[src/rtl/tpsc_pkg.sv]
// Shared widths, register index codes and the lane result type for the
// two-point sensor calibration block. No dependencies.
package tpsc_pkg;

  localparam int unsigned RAW_W      = 16;  // raw sample, raw points, scaled output
  localparam int unsigned HUM_VAL_W  = 8;   // humidity calibration values
  localparam int unsigned TEMP_VAL_W = 10;  // temperature calibration values
  localparam int unsigned VAL_MAX_W  = 10;  // widest calibration value
  // |raw - raw0| < 2^RAW_W and |value1 - value0| < 2^VAL_MAX_W
  localparam int unsigned NUM_W      = RAW_W + VAL_MAX_W;
  // one stage for magnitudes, one for the product, one per quotient bit
  localparam int unsigned LANE_STG   = 2 + NUM_W;

  localparam int unsigned CFG_IDX_W  = 3;
  localparam int unsigned CFG_DATA_W = 16;

  typedef enum logic [CFG_IDX_W-1:0] {
    REG_HUM_V0  = 3'd0,
    REG_HUM_V1  = 3'd1,
    REG_TEMP_V0 = 3'd2,
    REG_TEMP_V1 = 3'd3,
    REG_HUM_R0  = 3'd4,
    REG_HUM_R1  = 3'd5,
    REG_TEMP_R0 = 3'd6,
    REG_TEMP_R1 = 3'd7
  } cfg_reg_e;

  typedef struct packed {
    logic [RAW_W-1:0] value;
    logic             fault;
  } lane_res_t;

endpackage

[src/rtl/tpsc_lane.sv]
// One calibration lane: sign/magnitude split, product, restoring divider
// with one quotient bit per stage, then sign and offset. Uses tpsc_pkg.
module tpsc_lane import tpsc_pkg::*; #(
  parameter int unsigned VAL_W = 8
) (
  input  logic             clk_i,
  input  logic             adv_i,
  input  logic [RAW_W-1:0] sample_i,
  input  logic [VAL_W-1:0] v0_i,
  input  logic [VAL_W-1:0] v1_i,
  input  logic [RAW_W-1:0] r0_i,
  input  logic [RAW_W-1:0] r1_i,
  output lane_res_t        res_o
);

  logic [RAW_W:0]     diff;
  logic [RAW_W:0]     diff_abs;
  logic [VAL_W:0]     dv;
  logic [VAL_W:0]     dv_abs;
  logic [RAW_W:0]     den;
  logic [RAW_W:0]     den_abs;
  logic [RAW_W-1:0]   den_mag;
  logic               den_neg;

  logic [RAW_W-1:0]     a_q;
  logic [VAL_MAX_W-1:0] b_q;
  logic                 neg0_q;
  logic [NUM_W-1:0]     prod_q;
  logic                 neg1_q;

  logic [RAW_W-1:0] rem_q [NUM_W];
  logic [NUM_W-1:0] dq_q  [NUM_W];
  logic             neg_q [NUM_W];

  logic [RAW_W-1:0] quo;
  logic [RAW_W-1:0] quo_s;

  // operand magnitudes
  always_comb begin
    diff     = {sample_i[RAW_W-1], sample_i} - {r0_i[RAW_W-1], r0_i};
    diff_abs = diff[RAW_W] ? (~diff + 1'b1) : diff;
    dv       = {1'b0, v1_i} - {1'b0, v0_i};
    dv_abs   = dv[VAL_W] ? (~dv + 1'b1) : dv;
    den      = {r1_i[RAW_W-1], r1_i} - {r0_i[RAW_W-1], r0_i};
    den_abs  = den[RAW_W] ? (~den + 1'b1) : den;
    den_mag  = den_abs[RAW_W-1:0];
    den_neg  = den[RAW_W];
  end

  always_ff @(posedge clk_i) begin
    if (adv_i) begin
      a_q    <= diff_abs[RAW_W-1:0];
      b_q    <= VAL_MAX_W'(dv_abs[VAL_W-1:0]);
      neg0_q <= diff[RAW_W] ^ dv[VAL_W];
      prod_q <= NUM_W'(a_q) * NUM_W'(b_q);
      neg1_q <= neg0_q;
    end
  end

  // restoring divider, MSB first
  for (genvar j = 0; j < NUM_W; j++) begin : g_div
    logic [RAW_W-1:0] rem_in;
    logic [NUM_W-1:0] dq_in;
    logic             neg_in;
    logic [RAW_W:0]   trial;
    logic [RAW_W:0]   sub;
    logic             qbit;

    if (j == 0) begin : g_first
      assign rem_in = '0;
      assign dq_in  = prod_q;
      assign neg_in = neg1_q;
    end else begin : g_next
      assign rem_in = rem_q[j-1];
      assign dq_in  = dq_q[j-1];
      assign neg_in = neg_q[j-1];
    end

    always_comb begin
      trial = {rem_in, dq_in[NUM_W-1]};
      sub   = trial - {1'b0, den_mag};
      qbit  = (trial >= {1'b0, den_mag});
    end

    always_ff @(posedge clk_i) begin
      if (adv_i) begin
        rem_q[j] <= qbit ? sub[RAW_W-1:0] : trial[RAW_W-1:0];
        dq_q[j]  <= {dq_in[NUM_W-2:0], qbit};
        neg_q[j] <= neg_in;
      end
    end
  end

  // only the low bits of the quotient survive the 16-bit wrap
  always_comb begin
    quo         = dq_q[NUM_W-1][RAW_W-1:0];
    quo_s       = (neg_q[NUM_W-1] ^ den_neg) ? (~quo + 1'b1) : quo;
    res_o.value = RAW_W'(v0_i) + quo_s;
    res_o.fault = (r0_i == r1_i);
  end

endmodule

[config.mk]
export PLATFORM = sky130hd
export DESIGN_NAME = tpsc_lane
export DESIGN_NICKNAME = d
export VERILOG_FILES = /design/src/rtl/tpsc_pkg.sv /design/src/rtl/tpsc_lane.sv
export SDC_FILE = /design/constraint.sdc
export NUM_CORES = 2
export LEC_CHECK = 0
export BUFFER_PORTS_ARGS = -buffer_cell sky130_fd_sc_hd__buf_2
export CAP_MARGIN = 25
export CORE_MARGIN = 8
export CORE_UTILIZATION = 30
export CTS_CLUSTER_DIAMETER = 80
export DETAILED_ROUTE_END_ITERATION = 10
export PLACE_DENSITY = 0.47
export SLEW_MARGIN = 20
export SYNTH_ARGS = -nofsm -noshare
export SYNTH_HDL_FRONTEND = slang
export SYNTH_SLANG_ARGS = --single-unit
[constraint.sdc]
create_clock -name clk_i -period 7.5 [get_ports clk_i]
set_clock_uncertainty 0.15 [all_clocks]
set_input_delay 0 -clock clk_i [delete_from_list [all_inputs] [get_ports clk_i]]
set_output_delay 0 -clock clk_i [all_outputs]
set_load 0.01 [all_outputs]
# ---- Yosys cells after proc, flatten, opt, wreduce, memory -nomap -nowiden
# Memories as Yosys holds them, arrays and structs flattened.
# Cells that the tools add are included.
dict set report classes {
  addsub 34
  mux 32
  n_bitwise 6
  multipliers 1
  n_eq_ne 1
  n_lt_le_gt_ge 26
}
# op n
set op_table {}
lappend op_table {{$mux W16} 29}
lappend op_table {{$ge A17 B16 Y1} 25}
lappend op_table {{$sub A16 B16 Y16} 25}
lappend op_table {{$add A16 B1 Y16 const B} 3}
lappend op_table {{$not A16 Y16} 3}
lappend op_table {{$sub A16 B16 Y17} 2}
lappend op_table {{$mul A16 B8 Y24} 1}
lappend op_table {{$add A8 B16 Y16} 1}
lappend op_table {{$eq A16 B16 Y1} 1}
lappend op_table {{$ge A1 B16 Y1} 1}
lappend op_table {{$sub A1 B16 Y16} 1}
lappend op_table {{$sub A8 B8 Y9} 1}
lappend op_table {{$add A8 B1 Y8 const B} 1}
lappend op_table {{$mux W8} 1}
lappend op_table {{$not A8 Y8} 1}
lappend op_table {{$mux W1} 2}
lappend op_table {{$xor A1 B1 Y1} 2}
dict set report word_totals {
  n_memories 3
  ramBits 1118
  regBits 52
  output_inout_bits 17
}
# name words word_bits rd rd_clocked_by_memory_dff write_ports line
set memory_table {}
lappend memory_table {dq_q 26 26 26 0 26 tpsc_lane.sv:32} ;# logic [NUM_W-1:0] dq_q [NUM_W];
lappend memory_table {rem_q 26 16 25 0 26 tpsc_lane.sv:31} ;# logic [RAW_W-1:0] rem_q [NUM_W];
lappend memory_table {neg_q 26 1 26 0 26 tpsc_lane.sv:33} ;# logic neg_q [NUM_W];

# ---- Depth between registers and ports, before layout
dict set report depth {
  ltp_word 6
  mapped_depth 27
  ltp_nobuf 26
}

# ---- Worst setup path after synthesis
# OpenSTA, ideal clock, no wires.
dict set report synth_path {
  path_kind {input to register}
  start {in r1_i[0]}
  end {mem rem_q[24][12] (netlist: rem_q[3][12]), data pin}
  path_stages 23
  slack_ps 562
  t_arrival_ps 6528
  setup_time_ps 260
  cell_sequence {inv_1 -> ha_1 -> inv_1 -> fa_1 -> a211oi_4 -> nor3_2 -> o21bai_1 -> and2_1 -> clkbuf_2 -> clkbuf_1 -> nor2_1 -> a21oi_1 -> inv_1 -> fa_1 -> nor2b_1 -> o21ai_0 -> a21oi_1 -> o41a_1 -> and4_1 -> a2111oi_0 -> maj3_1 -> xnor2_1 -> mux2_2}
}
# item line
set synth_lines {}
lappend synth_lines {{from (decl)} tpsc_lane.sv:12} ;# input logic [RAW_W-1:0] r1_i,
lappend synth_lines {{to (decl)} tpsc_lane.sv:31}

==> impl_results.rst <==
.. list-table::
   :header-rows: 1

   * - Metric
     - Value
   * - Result of the run
     - completed
   * - Half-perimeter wire length after placement
     - 114000 um
   * - Vias in the first global route
     - 39948
   * - Max-slew violation total from the final report
     - 0
   * - Final min period
     - 6.578 ns
   * - Number of stages on the worst hold path
     - 6
   * - Max-slew headroom
     - 0.2613
   * - CP Max Fanout
     - 24
   * - Number of sinks on the clock net
     - 936
   * - # setup viols final
     - 0
   * - Longest Clk Path Bufs
     - 3
   * - Global-route usage over all layers
     - 0.1458
   * - Overall die height
     - 457.5 um
   * - Asr flop ratio synth
     - 0
   * - Top post-synthesis cells by area
     - sky130_fd_sc_hd__edfxtp_1, sky130_fd_sc_hd__ha_1, sky130_fd_sc_hd__fa_1
   * - Transition time of the tightest slew-check pin
     - 1.108 ns
   * - Source of the critical timing path
     - r0_i[0]
   * - Number of enable flip-flop cells after synthesis
     - 936
   * - Root Buffer Master
     - sky130_fd_sc_hd__clkbuf_16
   * - Violation count after the first detailed-routing iteration
     - 2694
   * - Antenna violations before repair
     - 6
   * - Data arrival, critical path
     - 6.91 ns
   * - Row Count
     - 162
   * - Total Nets Final
     - 5972
   * - Source of the worst register-to-register timing path
     - b_q[4]
   * - Die width
     - 457.5 um
   * - Count of antenna diodes in the layout
     - 0
   * - Yosys top cell by area
     - sky130_fd_sc_hd__edfxtp_1
   * - Detailed Routing Iterations Pass 1
     - 5
   * - Via total after detailed routing
     - 40039
   * - Final hold violation count
     - 0
   * - Worst Hold Slack
     - 0.05468 ns
   * - Highest clock rate
     - 0.1520 GHz
   * - Final estimated routing congestion in global placement
     - 0.8512
   * - Layout overhead on the synthesized area
     - 13.79%
   * - Most used flip-flop cell after synthesis
     - sky130_fd_sc_hd__edfxtp_1
   * - Total of flip-flops plus latches after synthesis
     - 936
   * - CTS-repair resized insts
     - 0
   * - Buffers inserted during post-CTS setup optimization
     - 0
   * - Global-route wire length before repair
     - 239700 um
   * - Layout cell share with drive strength beyond 1
     - 0.09264
   * - Per-instance average area after synthesis
     - 11.39 um^2
   * - Final global-route overflow total
     - 0
   * - Cell area after synthesis
     - 58480 um^2
   * - H-Tree Depth
     - 3
   * - Flop-to-flop setup slack
     - 1.42 ns
   * - Total of hold buffers inserted after clock tree synthesis
     - 49
   * - Clock-pin transition on the worst setup and hold timing paths
     - 0.06 ns
   * - Top-area cell type share of the netlist area
     - 0.4806
   * - Routed wire length
     - 157800 um
   * - Class of the tightest hold or removal check
     - input port to flop
   * - Core footprint
     - 194400 um^2
   * - Critical setup path kind
     - input port to flop
   * - RSZ-0062 raised after global routing
     - no
   * - Data required time of the worst path
     - 7.83 ns
   * - Routed Antenna Nets
     - 0
   * - Initial standard-cell utilization of the core
     - 0.3009
   * - TritonCTS buffer count
     - 106
   * - Number of violations of the max-capacitance limit
     - 0
   * - Final TNS setup
     - 0 ns
   * - Hold EP
     - rem_q[0][1]
   * - Count of mapped cells out of synthesis
     - 5136
   * - Final period util
     - 0.8770
   * - Die area
     - 209300 um^2
   * - Warning count from the yosys run
     - 0
   * - Number of design rule violations left after detail routing
     - 0
   * - Pin count of the biggest net entering global routing
     - 183
   * - Type of destination of the critical path
     - flop
   * - Number of I/O port buffers
     - 82
   * - Element type at the critical path start
     - input port
   * - Number of cells traversed by the worst register-to-register path
     - 17
   * - Sequential-to-total area share from yosys stat
     - 0.4806
   * - Number of distinct library cell variants in the gate-level netlist after synthesis
     - 118
   * - Number of top-level pins
     - 83
   * - CTS tree
     - done
   * - Capture instance of the worst register-to-register path
     - g_div[0].dq_in[23]
   * - Wirelength per Cell
     - 19.85 um
   * - Worst Hold Launch
     - r1_i[0]
   * - Via count normalized by instance count
     - 5.036
   * - Clock latency on the worst-skew pair
     - 0.74 ns
==> worst max-delay path by stage <==
stage,slack (ns),cells past startpoint,endpoint
2_1_floorplan,0.56,23,rem_q[3][12]
3_3_place_gp,0.73,19,rem_q[0][99]
3_5_place_dp,0.63,22,rem_q[0][123]
4_1_cts,1.0,19,rem_q[0][99]
5_1_grt,0.43,22,rem_q[0][123]
6_report,0.92,22,rem_q[0][123]
==> critical path, cell delays in order <==
cell and delay (ns):
sky130_fd_sc_hd__dlygate4sd3_1 0.51, sky130_fd_sc_hd__buf_2 0.11, sky130_fd_sc_hd__ha_1 0.25, sky130_fd_sc_hd__inv_1 0.09, sky130_fd_sc_hd__fa_1 0.46, sky130_fd_sc_hd__a211oi_4 0.36
sky130_fd_sc_hd__nor2_1 0.10, sky130_fd_sc_hd__xor2_1 0.25, sky130_fd_sc_hd__nor3_1 0.64, sky130_fd_sc_hd__nand4_1 0.36, sky130_fd_sc_hd__o41ai_1 0.75, sky130_fd_sc_hd__xor2_4 0.61
sky130_fd_sc_hd__buf_4 0.37, sky130_fd_sc_hd__ha_1 0.33, sky130_fd_sc_hd__nand2_1 0.14, sky130_fd_sc_hd__nor2_1 0.05, sky130_fd_sc_hd__mux2_2 0.30, sky130_fd_sc_hd__nor4_2 0.40
sky130_fd_sc_hd__o21a_1 0.32, sky130_fd_sc_hd__buf_4 0.29, sky130_fd_sc_hd__nor2b_1 0.09, sky130_fd_sc_hd__xnor2_1 0.12
==> per-layer routing <==
metal / GRT usage / part of all wire / up-vias
met4: 0.03788 / 0.027 / 0
met5: 0 / 0 / -
met2: 0.2473 / 0.47 / 748
li1: - / - / 19489
met3: 0.02024 / 0.038 / 213
met1: 0.1960 / 0.46 / 19589
==> through the flow <==
step	instance area, um^2	util	setup WS (ns)	cells
final	66550	0.3424	0.9223	7950
after floorplan	58510	-	0.5622	5142
after global placement	62460	0.3213	0.7252	7707
after detailed placement	62480	0.3214	0.6303	7708
after CTS	66550	0.3424	0.9965	7950
after global routing	66550	0.3424	0.4337	7950
==> cell usage in the layout (no fill, tap or decap), drive strengths merged, types with 20 or more instances in the layout <==
cell type,n
mux2,88
nand3b,20
nor2b,69
nand3,103
clkbuf,119
a21oi,374
ha,471
fa,112
inv,284
clkinv,47
nand2,335
nor3,121
xor2,150
a21o,87
xnor2,252
edfxtp,936
mux2i,42
dlygate4sd3,49
nand4b,20
a211oi,45
o21bai,26
o21ai,248
and2,98
o211ai,23
o31ai,42
buf,160
and3,27
nor2,426
a31oi,55
or3,30
o21a,61
nand4,79
nand2b,78
nor4,44
==> layout make-up <==
class | count | area [um^2]
clock inverter | 74 | 855.8
timing repair buffer | 209 | 1767
clock buffer | 119 | 2723
fill | 19144 | 127800
tap | 2542 | 3181
multi-input combinational | 3790 | 28870
inverter | 280 | 1051
sequential | 936 | 28110
==> cell usage after synthesis (12+ instances only) <==
master	number
sky130_fd_sc_hd__edfxtp_1	936
sky130_fd_sc_hd__ha_1	471
sky130_fd_sc_hd__nor2_1	425
sky130_fd_sc_hd__a21oi_1	372
sky130_fd_sc_hd__nand2_1	335
sky130_fd_sc_hd__inv_1	275
sky130_fd_sc_hd__xnor2_1	249
sky130_fd_sc_hd__o21ai_0	198
sky130_fd_sc_hd__xor2_1	146
sky130_fd_sc_hd__nor3_1	117
sky130_fd_sc_hd__fa_1	112
sky130_fd_sc_hd__nand3_1	102
sky130_fd_sc_hd__and2_1	97
sky130_fd_sc_hd__a21o_1	87
sky130_fd_sc_hd__nand2b_1	78
sky130_fd_sc_hd__nand4_1	76
sky130_fd_sc_hd__mux2_2	74
sky130_fd_sc_hd__nor2b_1	69
sky130_fd_sc_hd__o21a_1	60
sky130_fd_sc_hd__a31oi_1	54
sky130_fd_sc_hd__clkbuf_1	50
sky130_fd_sc_hd__o21ai_1	48
sky130_fd_sc_hd__buf_2	43
sky130_fd_sc_hd__a211oi_1	41
sky130_fd_sc_hd__mux2i_1	40
sky130_fd_sc_hd__o31ai_1	40
sky130_fd_sc_hd__nor4_1	39
sky130_fd_sc_hd__or3_1	30
sky130_fd_sc_hd__and3_1	27
sky130_fd_sc_hd__o21bai_1	26
sky130_fd_sc_hd__buf_4	25
sky130_fd_sc_hd__o211ai_1	21
sky130_fd_sc_hd__nand4b_1	20
sky130_fd_sc_hd__o31a_1	16
sky130_fd_sc_hd__a31o_2	15
sky130_fd_sc_hd__nand3b_1	15
sky130_fd_sc_hd__o41ai_1	15
sky130_fd_sc_hd__a311o_1	13
sky130_fd_sc_hd__a2111oi_0	12
sky130_fd_sc_hd__mux2_1	12
sky130_fd_sc_hd__o2111ai_1	12
==> flip-flops by register name, summed over array words and instances, names as in the netlist <==
register,count
dq_q,460
g_div.dq_in,24
a_q,16
rem_q,400
neg_q,26
neg0_q,1
b_q,8
g_div.neg_in,1
==> logic make-up (layout without fill, tap and decap cells) <==
| family | count (synthesis) | after routing | share of synthesized area |
|---|---|---|---|
| xor+xnor | 413 | 413 | 0.06553 |
| other cells | 1 | 7 | 0.00006412 |
| compound gates | 1141 | 1141 | 0.1279 |
| buf+inv | 416 | 682 | 0.03029 |
| simple gates | 1505 | 1505 | 0.1301 |
| fa+ha+maj | 594 | 594 | 0.1410 |
| flops | 936 | 936 | 0.4806 |
| mux | 130 | 130 | 0.02454 |
Power is not shown: default switching activity piles up to over one toggle a cycle in this logic, so the estimate is an artifact.
