`src/rtl/tpsc_pkg.sv`:
```
// Shared widths, register index codes and the lane result type for the
// two-point sensor calibration block. No dependencies.
package tpsc_pkg;

  localparam int unsigned RAW_W      = 16;  // raw sample, raw points, scaled output
  localparam int unsigned HUM_VAL_W  = 8;   // humidity calibration values
  localparam int unsigned TEMP_VAL_W = 10;  // temperature calibration values
  localparam int unsigned VAL_MAX_W  = 10;  // widest calibration value
  // |raw - raw0| < 2^RAW_W and |value1 - value0| < 2^VAL_MAX_W
  localparam int unsigned NUM_W      = RAW_W + VAL_MAX_W;
  // one stage for magnitudes, one for the product, one per quotient bit
  localparam int unsigned LANE_STG   = 2 + NUM_W;

  localparam int unsigned CFG_IDX_W  = 3;
  localparam int unsigned CFG_DATA_W = 16;

  typedef enum logic [CFG_IDX_W-1:0] {
    REG_HUM_V0  = 3'd0,
    REG_HUM_V1  = 3'd1,
    REG_TEMP_V0 = 3'd2,
    REG_TEMP_V1 = 3'd3,
    REG_HUM_R0  = 3'd4,
    REG_HUM_R1  = 3'd5,
    REG_TEMP_R0 = 3'd6,
    REG_TEMP_R1 = 3'd7
  } cfg_reg_e;

  typedef struct packed {
    logic [RAW_W-1:0] value;
    logic             fault;
  } lane_res_t;

endpackage

```
`src/rtl/tpsc_merge.sv`:
```
// Output stage: joins the two lane results into one request, forces the
// value of a faulted channel to zero, and holds a skid entry. Uses tpsc_pkg.
module tpsc_merge import tpsc_pkg::*; (
  input  logic             clk_i,
  input  logic             rst_ni,
  input  logic             arr_valid_i,
  input  lane_res_t        hum_i,
  input  lane_res_t        temp_i,
  output logic             full_o,
  output logic             out_valid_o,
  input  logic             out_stall_i,
  output logic [RAW_W-1:0] hum_scaled_o,
  output logic [RAW_W-1:0] temp_scaled_o,
  output logic             hum_fault_o,
  output logic             temp_fault_o
);

  typedef struct packed {
    logic [RAW_W-1:0] hum;
    logic [RAW_W-1:0] temp;
    logic             hum_f;
    logic             temp_f;
  } out_req_t;

  out_req_t arr;
  out_req_t out_q, out_d;
  out_req_t skid_q, skid_d;
  logic     out_v_q, out_v_d;
  logic     skid_v_q, skid_v_d;
  logic     take;

  always_comb begin
    arr.hum    = hum_i.fault  ? '0 : hum_i.value;
    arr.temp   = temp_i.fault ? '0 : temp_i.value;
    arr.hum_f  = hum_i.fault;
    arr.temp_f = temp_i.fault;
  end

  always_comb begin
    take     = out_v_q && !out_stall_i;
    out_d    = out_q;
    skid_d   = skid_q;
    out_v_d  = out_v_q;
    skid_v_d = skid_v_q;
    if (skid_v_q) begin
      if (take) begin
        out_d    = skid_q;
        skid_v_d = 1'b0;
      end
    end else if (arr_valid_i) begin
      if (!out_v_q || take) begin
        out_d   = arr;
        out_v_d = 1'b1;
      end else begin
        skid_d   = arr;
        skid_v_d = 1'b1;
      end
    end else if (take) begin
      out_v_d = 1'b0;
    end
  end

  always_ff @(posedge clk_i or negedge rst_ni) begin
    if (!rst_ni) begin
      out_v_q  <= 1'b0;
      skid_v_q <= 1'b0;
    end else begin
      out_v_q  <= out_v_d;
      skid_v_q <= skid_v_d;
    end
  end

  always_ff @(posedge clk_i) begin
    out_q  <= out_d;
    skid_q <= skid_d;
  end

  assign full_o        = skid_v_q;
  assign out_valid_o   = out_v_q;
  assign hum_scaled_o  = out_q.hum;
  assign temp_scaled_o = out_q.temp;
  assign hum_fault_o   = out_q.hum_f;
  assign temp_fault_o  = out_q.temp_f;

endmodule

```
`config.mk`:
```
export PLATFORM = sky130hd
export DESIGN_NAME = tpsc_merge
export DESIGN_NICKNAME = d
export VERILOG_FILES = /design/src/rtl/tpsc_pkg.sv /design/src/rtl/tpsc_merge.sv
export SDC_FILE = /design/constraint.sdc
export NUM_CORES = 1
export LEC_CHECK = 0
export BUFFER_PORTS_ARGS = -buffer_cell sky130_fd_sc_hd__clkbuf_2
export CAP_MARGIN = 20
export CORE_MARGIN = 10
export CORE_UTILIZATION = 47
export DETAILED_ROUTE_END_ITERATION = 7
export GPL_TIMING_DRIVEN = 0
export PLACE_DENSITY = 0.75
export REMOVE_ABC_BUFFERS = 1
export SLEW_MARGIN = 10
export SYNTH_ARGS = -nofsm -noshare
export SYNTH_HDL_FRONTEND = slang
export SYNTH_SLANG_ARGS = --single-unit
```
`constraint.sdc`:
```
create_clock -name clk_i -period 2.8 [get_ports clk_i]
set_clock_uncertainty 0.05 [all_clocks]
set_input_delay 0.56 -clock clk_i [delete_from_list [all_inputs] [get_ports clk_i]]
set_output_delay 0.56 -clock clk_i [all_outputs]
set_load 0.05 [all_outputs]
```
After elaboration in Yosys (flattened, before gate mapping)
Cells that the tools add are included.
- register bits: 70
- bits in latches: 0
- memory bits (writable): 0
- bits in read-only memories: 0
- input bits: 38
- output and inout port bits: 36
- logic and storage cells: 37
- memories kept: 0
- add/subtract/negate cells: 0
- multiply operators: 0
- divide/modulo/power cells: 0
- magnitude comparators: 0
- eq/ne operators: 2
- shift-type cells: 0
- muxes and demuxes: 13
- bitwise operators: 2
- reduce and logical (&&, ||, !) cells: 10
- operators by type and width (kind ; count):
    34-bit 2-to-1 mux ; 4
    16-bit 2-to-1 mux ; 2
    3-bit AND reduction ; 3
    1-bit 2-to-1 mux ; 7
    2-bit nonzero test ; 3
    2-bit by 1-bit inequality test with 1-bit output, second input constant ; 2
    1-bit zero test ; 2
    1-bit inverter ; 2
    1-bit logical AND ; 1
    1-bit logical OR ; 1

Logic depth before layout (Yosys ltp)
Gate-level depths: netlist of the first run.
- depth in word-level cells: 6
- gate-level depth with buffers: 4
- mapped depth without buffers: 2

Least setup slack after synthesis of the first run
No wires, ideal clock.
- path kind: register -> register
- from: register skid_v_q, in the netlist full_o
- to: register out_q, in the netlist hum_fault_o, enable pin
- library setup time: 0.435 ns
- data arrival time: 2.645 ns
- data required time: 2.315 ns
- path slack: -0.330 ns
- cell stages (with the launch flop): 5
- buffers on the path: 2
- period minus slack after synthesis: 3.130 ns
- cells stage by stage: dfrtp_1 buf_6 buf_6 nand2_1 a21boi_1
- cells in the longest elaborated chain, start to end: 2
- elaborated cells between the ends (all ways): 4
- those cells by class: eq/ne (1); reduce/logical (3)
- ends and longest elaborated chain (element ; RTL line ; source):
    start: declaration ; tpsc_merge.sv:29 ; logic skid_v_q, skid_v_d;
    start signal: assignment ; tpsc_merge.sv:69 ; skid_v_q <= skid_v_d;
    2-bit by 1-bit inequality test with 1-bit output (no source line) / 2-bit nonzero test (equally long branches) ; n/a ;
    3-bit AND reduction (no source line) (*) ; n/a ;
    end signal: assignment ; tpsc_merge.sv:74 ; out_q <= out_d;
    end: declaration ; tpsc_merge.sv:26 ; out_req_t out_q, out_d;
Every way passes the cells marked *; elsewhere a longest branch is shown, timed or not.
A chain may end at the register's enable or synchronous reset.

Final worst setup path of the first run
- from: register skid_v_q, in the netlist full_o
- to: output full_o
- RTL lines (element ; RTL line ; source):
    end: declaration ; tpsc_merge.sv:9 ; output logic full_o,
No word-level cell between the ends.

==> impl_metrics.csv, run 1 <==
group,metric,value,unit
critical_path,crit_arrival,1.43,ns
floorplanning,ios,74,
layout,layout.nets,272,
clocking,cts_tree,"done",
place,gp_congestion,0.687,
clocking,root_buffer,"clkbuf_8",
logic_synthesis,synth_cells,152,
min_path,holdCritStartpoint,"out_stall_i",
route,dr_total_vias,1526,
layout,syn_to_final_growth,24.1,%
route,ant_nets,0,
timing,layout_min_cycle_time,2.04,ns
place,portBuffers,73,
logic_synthesis,synthesis.area,0.00279,sq mm
critical_path,r2r-start,"full_o",
clocking,clock_sinks,70,
critical_path,endpoint_kind,"output pin",
logic_synthesis,synth_area_per_cell,18.4,sq um
global_routing,antenna_found_initial,0,
clocking,cts_setup_buffers,0,
place,dp_cells,297,
global_routing,grt_pass1_vias,1719,
timing,relSlewSlack,0.649,
timing,postLayoutSetupSlackWorst,0.759,ns
critical_path,path_cells,"buf_12, clkbuf_2",
critical_path,rr_endpoint,"temp_scaled_o[0]",
floorplanning,fp.dieW,97.1,microns
timing,drv_slew,0,
run,maxCapViolCount,0,
power_and_ir_drop,p_comb_frac,0.408,
floorplanning,die_area,0.00942,sq mm
logic_synthesis,synthFlopType,"edfxtp_1",
logic_synthesis,yosys_warnings,0,
route,drc,0,
logic_synthesis,ys_ff_latch,70,
logic_synthesis,synth_area_leaders,"edfxtp_1 73%, mux2_2 14%, nor2b_1 4.5%",
global_routing,overflow,0,
power_and_ir_drop,power_frac_seq,0.418,
logic_synthesis,yosys.area.top_type_share,0.732,
timing,rsz0062_at_grt,"false",
status,status,"complete, no violations",
timing,hold_viol,0,
route,drt-pass1-iter-count,4,
floorplanning,initial_utilization,0.477,
clocking,cts_hold_buffers,1,
critical_path,r2r_slack,0.87,ns
global_routing,grt_usage,0.120,
floorplanning,rows,28,
power_and_ir_drop,swShare,0.408,
power_and_ir_drop,p_leak,1.38,nW
place,pre_cts_ws,0.855,ns
floorplanning,design.core.area,0.00585,sq mm
global_routing,grt_max_degree,28,
critical_path,cp-start-kind,"register",
timing,fmax,490,MHz
global_routing,grt_pass1_wl,8890,microns
critical_path,crit_slowest_cell,"dfrtp_2",
route,initialDrtViolationCount,41,
logic_synthesis,ys_async_sr_fraction,0.0286,
layout,antenna_cells,0,
logic_synthesis,synth_adder_area_share,0,
power_and_ir_drop,max-vdd-ir-drop,520,uV
clocking,cts_max_level,3,
route,wl,5530,microns
timing,worst_slew_pin_slew,0.525,ns
floorplanning,fp.dieH,97.1,microns
logic_synthesis,synth_compound_area_frac,0.00807,
timing,setup_viol,0,
layout,drive_above_1_share,0.523,
timing,fin_crit_sh,0.729,
min_path,holdPathStages,3,
logic_synthesis,ys_types,15,
logic_synthesis,synthMuxAreaShare,0.137,
min_path,hold_class,"in2reg",
layout,fillerInstances,470,
route,routedWlPerCell,17.6,microns
power_and_ir_drop,power_switching,0.00161,W
power_and_ir_drop,power_density,1140,mW/mm^2
logic_synthesis,synthTopCellsByCount,"68 x edfxtp_1, 34 x mux2_2, 20 x nor2b_1",
clocking,cts_resized,0,
layout,layoutNonFillerInstCount,314,
logic_synthesis,synth-simple-area-share,0.0847,
logic_synthesis,synthXorXnorAreaFrac,0,
clocking,path_clk_slew,0.07,ns
min_path,min_to,"full_o",
power_and_ir_drop,intPower,0.00233,W
power_and_ir_drop,p_clk_frac,0.174,
critical_path,required,2.19,ns
logic_synthesis,synth_top_family_by_area,"multiplexers",
logic_synthesis,yosys.area.top_type,"edfxtp_1",
critical_path,slowest_delay,0.55,ns
logic_synthesis,synth-edff-count,68,
logic_synthesis,yosysSeqAreaShare,0.749,
place,dp_hpwl,4030,microns
logic_synthesis,synth.most_common_cell,"edfxtp_1",
critical_path,r2r_cells,3,
clocking,worstSkewPairLatency,0.33,ns
route,viasPerCell,4.86,
critical_path,worstPathMaxFanout,27,
critical_path,crit_start,"full_o",
clocking,cts_buffer_depth,2,
critical_path,path_class,"reg2out",
clocking,cts_buffers,9,
## power by group through the flow
| stage | combinational [W] | clock, W | sequential, W |
|---|---|---|---|
| floorplan | 0.000354 | 0 | 0.00248 |
| CTS | 0.00163 | 0.000702 | 0.00166 |
| detailed placement | 0.00163 | 0 | 0.00168 |
| finish | 0.00161 | 0.000686 | 0.00165 |
| global route | 0.00169 | 0.000750 | 0.00168 |
| global placement | 0.00144 | 0 | 0.00176 |
## sequential cells by signal, summed over array words and instances, names as in the netlist
register and count:
skid_q 34, full_o 1, temp_scaled_o 16, temp_fault_o 1, out_valid_o 1, hum_scaled_o 16
hum_fault_o 1
## cells by family after synthesis
logic type	after synthesis
compound gates	4
mux	34
simple gates	37
buf+inv	7
flops	70
## critical path, delay by kind of cell (launching register included)
family,cells,cell delay [ns]
flops,1,0.55
buf+inv,2,0.55
## through the flow
stage | utilization | cell area [sq um] | hold WS [ns] | setup TNS (ns) | total power (W)
2_1_floorplan | - | 2740 | 0.214 | -41.63 | 0.00283
3_3_place_gp | 0.546 | 3200 | 0.296 | -106.02 | 0.00319
3_5_place_dp | 0.563 | 3290 | 0.298 | 0 | 0.00331
4_1_cts | 0.592 | 3460 | 0.395 | 0 | 0.00399
5_1_grt | 0.592 | 3460 | 0.442 | 0 | 0.00412
6_report | 0.592 | 3460 | 0.404 | 0 | 0.00394
## cell usage in the layout, fill, tap and decap left out, drive strengths merged, types with 2 or more instances in the layout
cell    count
a21oi       2
and2b      12
buf         3
clkbuf     87
clkinv      2
dfrtp       2
edfxtp     68
mux2       34
nand2       3
nor2b      20
## how the worst max path moves through the flow
| stage | endpoint | slack (ns) |
|---|---|---|
| after floorplan | hum_fault_o | -0.76 |
| after global placement | hum_scaled_o[7] | -1.76 |
| after detailed placement | hum_scaled_o[9] | 0.85 |
| after CTS | full_o | 0.73 |
| after global routing | full_o | 0.69 |
| final | full_o | 0.76 |
## routing by layer
layer	vias to the layer above	track usage	wire length (microns)
li1	733	-	-
met1	750	0.119	2100
met2	33	0.217	3120
met3	10	0.0270	186
met4	0	0.0795	127
met5	-	0	0
## layout make-up
cell class	instances	area (sq um)	share of cell area
flip-flops and latches	70	2090	0.604
well taps	75	93.8	0.0271
clock inverters	2	10.0	0.00289
clock buffers	14	153	0.0441
multi-input cells	75	661	0.191
inverters	1	3.75	0.00108
repair buffers	77	450	0.130
Note: power is estimated with default switching activity, not from simulation.
==> run 2: changes to the inputs <==
clock period = 1.7 ns   (was 2.8 ns; I/O delays follow)
==> impl_metrics.csv, run 2 (synthesized netlist as in run 1, its figures left out) <==
group,metric,value,unit
timing,rsz0062_at_grt,"false",
critical_path,required,1.68,ns
route,routedWlPerCell,17.6,microns
layout,mostFrequentLayoutCells,"73 x clkbuf_2, 68 x edfxtp_1, 34 x mux2_2",
critical_path,r2r_cells,4,
global_routing,grt_pass1_vias,1752,
critical_path,path_class,"reg2reg",
route,drc,0,
timing,fin_crit_sh,0.970,
run,maxCapViolCount,0,
critical_path,endpoint_kind,"register",
power_and_ir_drop,swShare,0.406,
floorplanning,die_area,0.00942,sq mm
power_and_ir_drop,intPower,0.00393,W
critical_path,r2r_slack,0.05,ns
clocking,cts_buffer_depth,2,
global_routing,overflow,0,
min_path,holdPathStages,3,
power_and_ir_drop,max-vdd-ir-drop,973,uV
timing,postLayoutSetupSlackWorst,0.0502,ns
floorplanning,initial_utilization,0.477,
clocking,cts_tree,"done",
layout,drive_above_1_share,0.541,
layout,regMostFlops,"skid_q",
route,wl,5650,microns
place,portBuffers,73,
power_and_ir_drop,p_leak,1.42,nW
clocking,clock_sinks,70,
layout,layoutNonFillerInstCount,321,
route,drt-pass1-iter-count,3,
floorplanning,design.core.area,0.00585,sq mm
route,ant_nets,0,
layout,final_common_cell,"clkbuf_2",
floorplanning,rows,28,
layout,largest_reg_flops,34,
place,gp_congestion,0.687,
floorplanning,ios,74,
clocking,worstSkewPairLatency,0.33,ns
timing,layout_min_cycle_time,1.65,ns
power_and_ir_drop,power_frac_seq,0.404,
global_routing,antenna_found_initial,0,
layout,antenna_cells,0,
clocking,root_buffer,"clkbuf_8",
critical_path,worstPathMaxFanout,23,
timing,fmax,606,MHz
clocking,path_clk_slew,0.07,ns
timing,hold_viol,0,
layout,fillerInstances,460,
min_path,hold_class,"in2reg",
floorplanning,fp.dieW,97.1,microns
global_routing,grt_max_degree,28,
route,viasPerCell,4.86,
route,initialDrtViolationCount,54,
timing,worst_slew_pin_slew,0.363,ns
clocking,cts_buffers,9,
power_and_ir_drop,total_power,0.00661,W
power_and_ir_drop,p_clk_frac,0.171,
floorplanning,fp.dieH,97.1,microns
timing,drv_slew,0,
global_routing,grt_usage,0.122,
global_routing,grt_pass1_wl,9010,microns
place,dp_hpwl,4030,microns
timing,setup_viol,0,
power_and_ir_drop,power_switching,0.00268,W
layout,utilization,0.602,
critical_path,r2r-start,"full_o",
power_and_ir_drop,p_comb_frac,0.426,
clocking,cts_max_level,3,
status,status,"complete, no violations",
min_path,holdCritStartpoint,"out_stall_i",
critical_path,cp-start-kind,"register",
critical_path,rr_endpoint,"hum_scaled_o[6]",
layout,syn_to_final_growth,26.1,%
min_path,min_to,"full_o",
critical_path,crit_arrival,1.63,ns
place,dp_cells,297,
place,pre_cts_ws,-0.226,ns
timing,relSlewSlack,0.758,
layout,layout.nets,279,
power_and_ir_drop,power_density,1880,mW/mm^2
route,dr_total_vias,1561,
-- run 2: cell count changes in the layout (fill, tap and decap cells not counted) --
cell	before	now
buf_4	0	7
nand2b_1	1	0
nand2b_2	0	1
-- run 2: timing repair --
| action | CTS | global route |
|---|---|---|
| cloned | 0 | 0 |
| gates resized for setup | 0 | 1 |
| endpoints found under the hold margin | 2 | 0 |
| buffers inserted | 7 | 0 |
| endpoints found under the setup margin | 57 | 16 |
| hold buffers | 1 | 0 |
| pin swaps | 2 | 1 |
-- run 2: per-layer routing --
| layer | global-route usage | wire (microns) |
|---|---|---|
| met1 | 0.124 | 2100 |
| met2 | 0.220 | 3200 |
| met3 | 0.0263 | 214 |
| met4 | 0.0760 | 140 |
| met5 | 0 | 0 |
-- run 2: power groups by stage --
stage | clock, W | sequential [W] | combinational [W]
4_1_cts | 0.00116 | 0.00268 | 0.00284
3_3_place_gp | 0 | 0.00281 | 0.00212
6_report | 0.00113 | 0.00267 | 0.00281
5_1_grt | 0.00124 | 0.00272 | 0.00295
2_1_floorplan | 0 | 0.00408 | 0.000583
3_5_place_dp | 0 | 0.00276 | 0.00269
-- run 2: worst max-delay path, stage by stage (launching register included) --
cell	delay, ns
dfrtp_2	0.43
buf_4	0.15
nand2b_2	0.23
a21boi_4	0.27
buf_16	0.21
-- run 2: layout make-up --
type	count	area, sq um	area share
Multi-Input combinational cell	75	663	0.188
Clock inverter	2	10.0	0.00284
Timing Repair Buffer	84	503	0.143
Sequential cell	70	2090	0.595
Clock buffer	14	153	0.0434
Tap cell	75	93.8	0.0267
Inverter	1	3.75	0.00107
-- run 2: how the worst max path moves through the flow --
stage,from,slack (ns),to,cells after the start
floorplan,full_o,-1.86,hum_fault_o,2
global placement,full_o,-2.86,hum_scaled_o[7],2
detailed placement,full_o,-0.23,hum_scaled_o[9],3
CTS,full_o,0.06,full_o,2
global route,full_o,0.01,hum_scaled_o[4],4
finish,full_o,0.05,hum_scaled_o[6],4
-- run 2: metrics by stage --
stage	setup TNS, ns	hold WS [ns]	cell area, sq um
after floorplan	-128.30	-0.00559	2740
after global placement	-197.41	0.0761	3200
after detailed placement	-8.10	0.0778	3290
after CTS	0	0.175	3520
after global routing	0	0.222	3520
final	0	0.189	3520
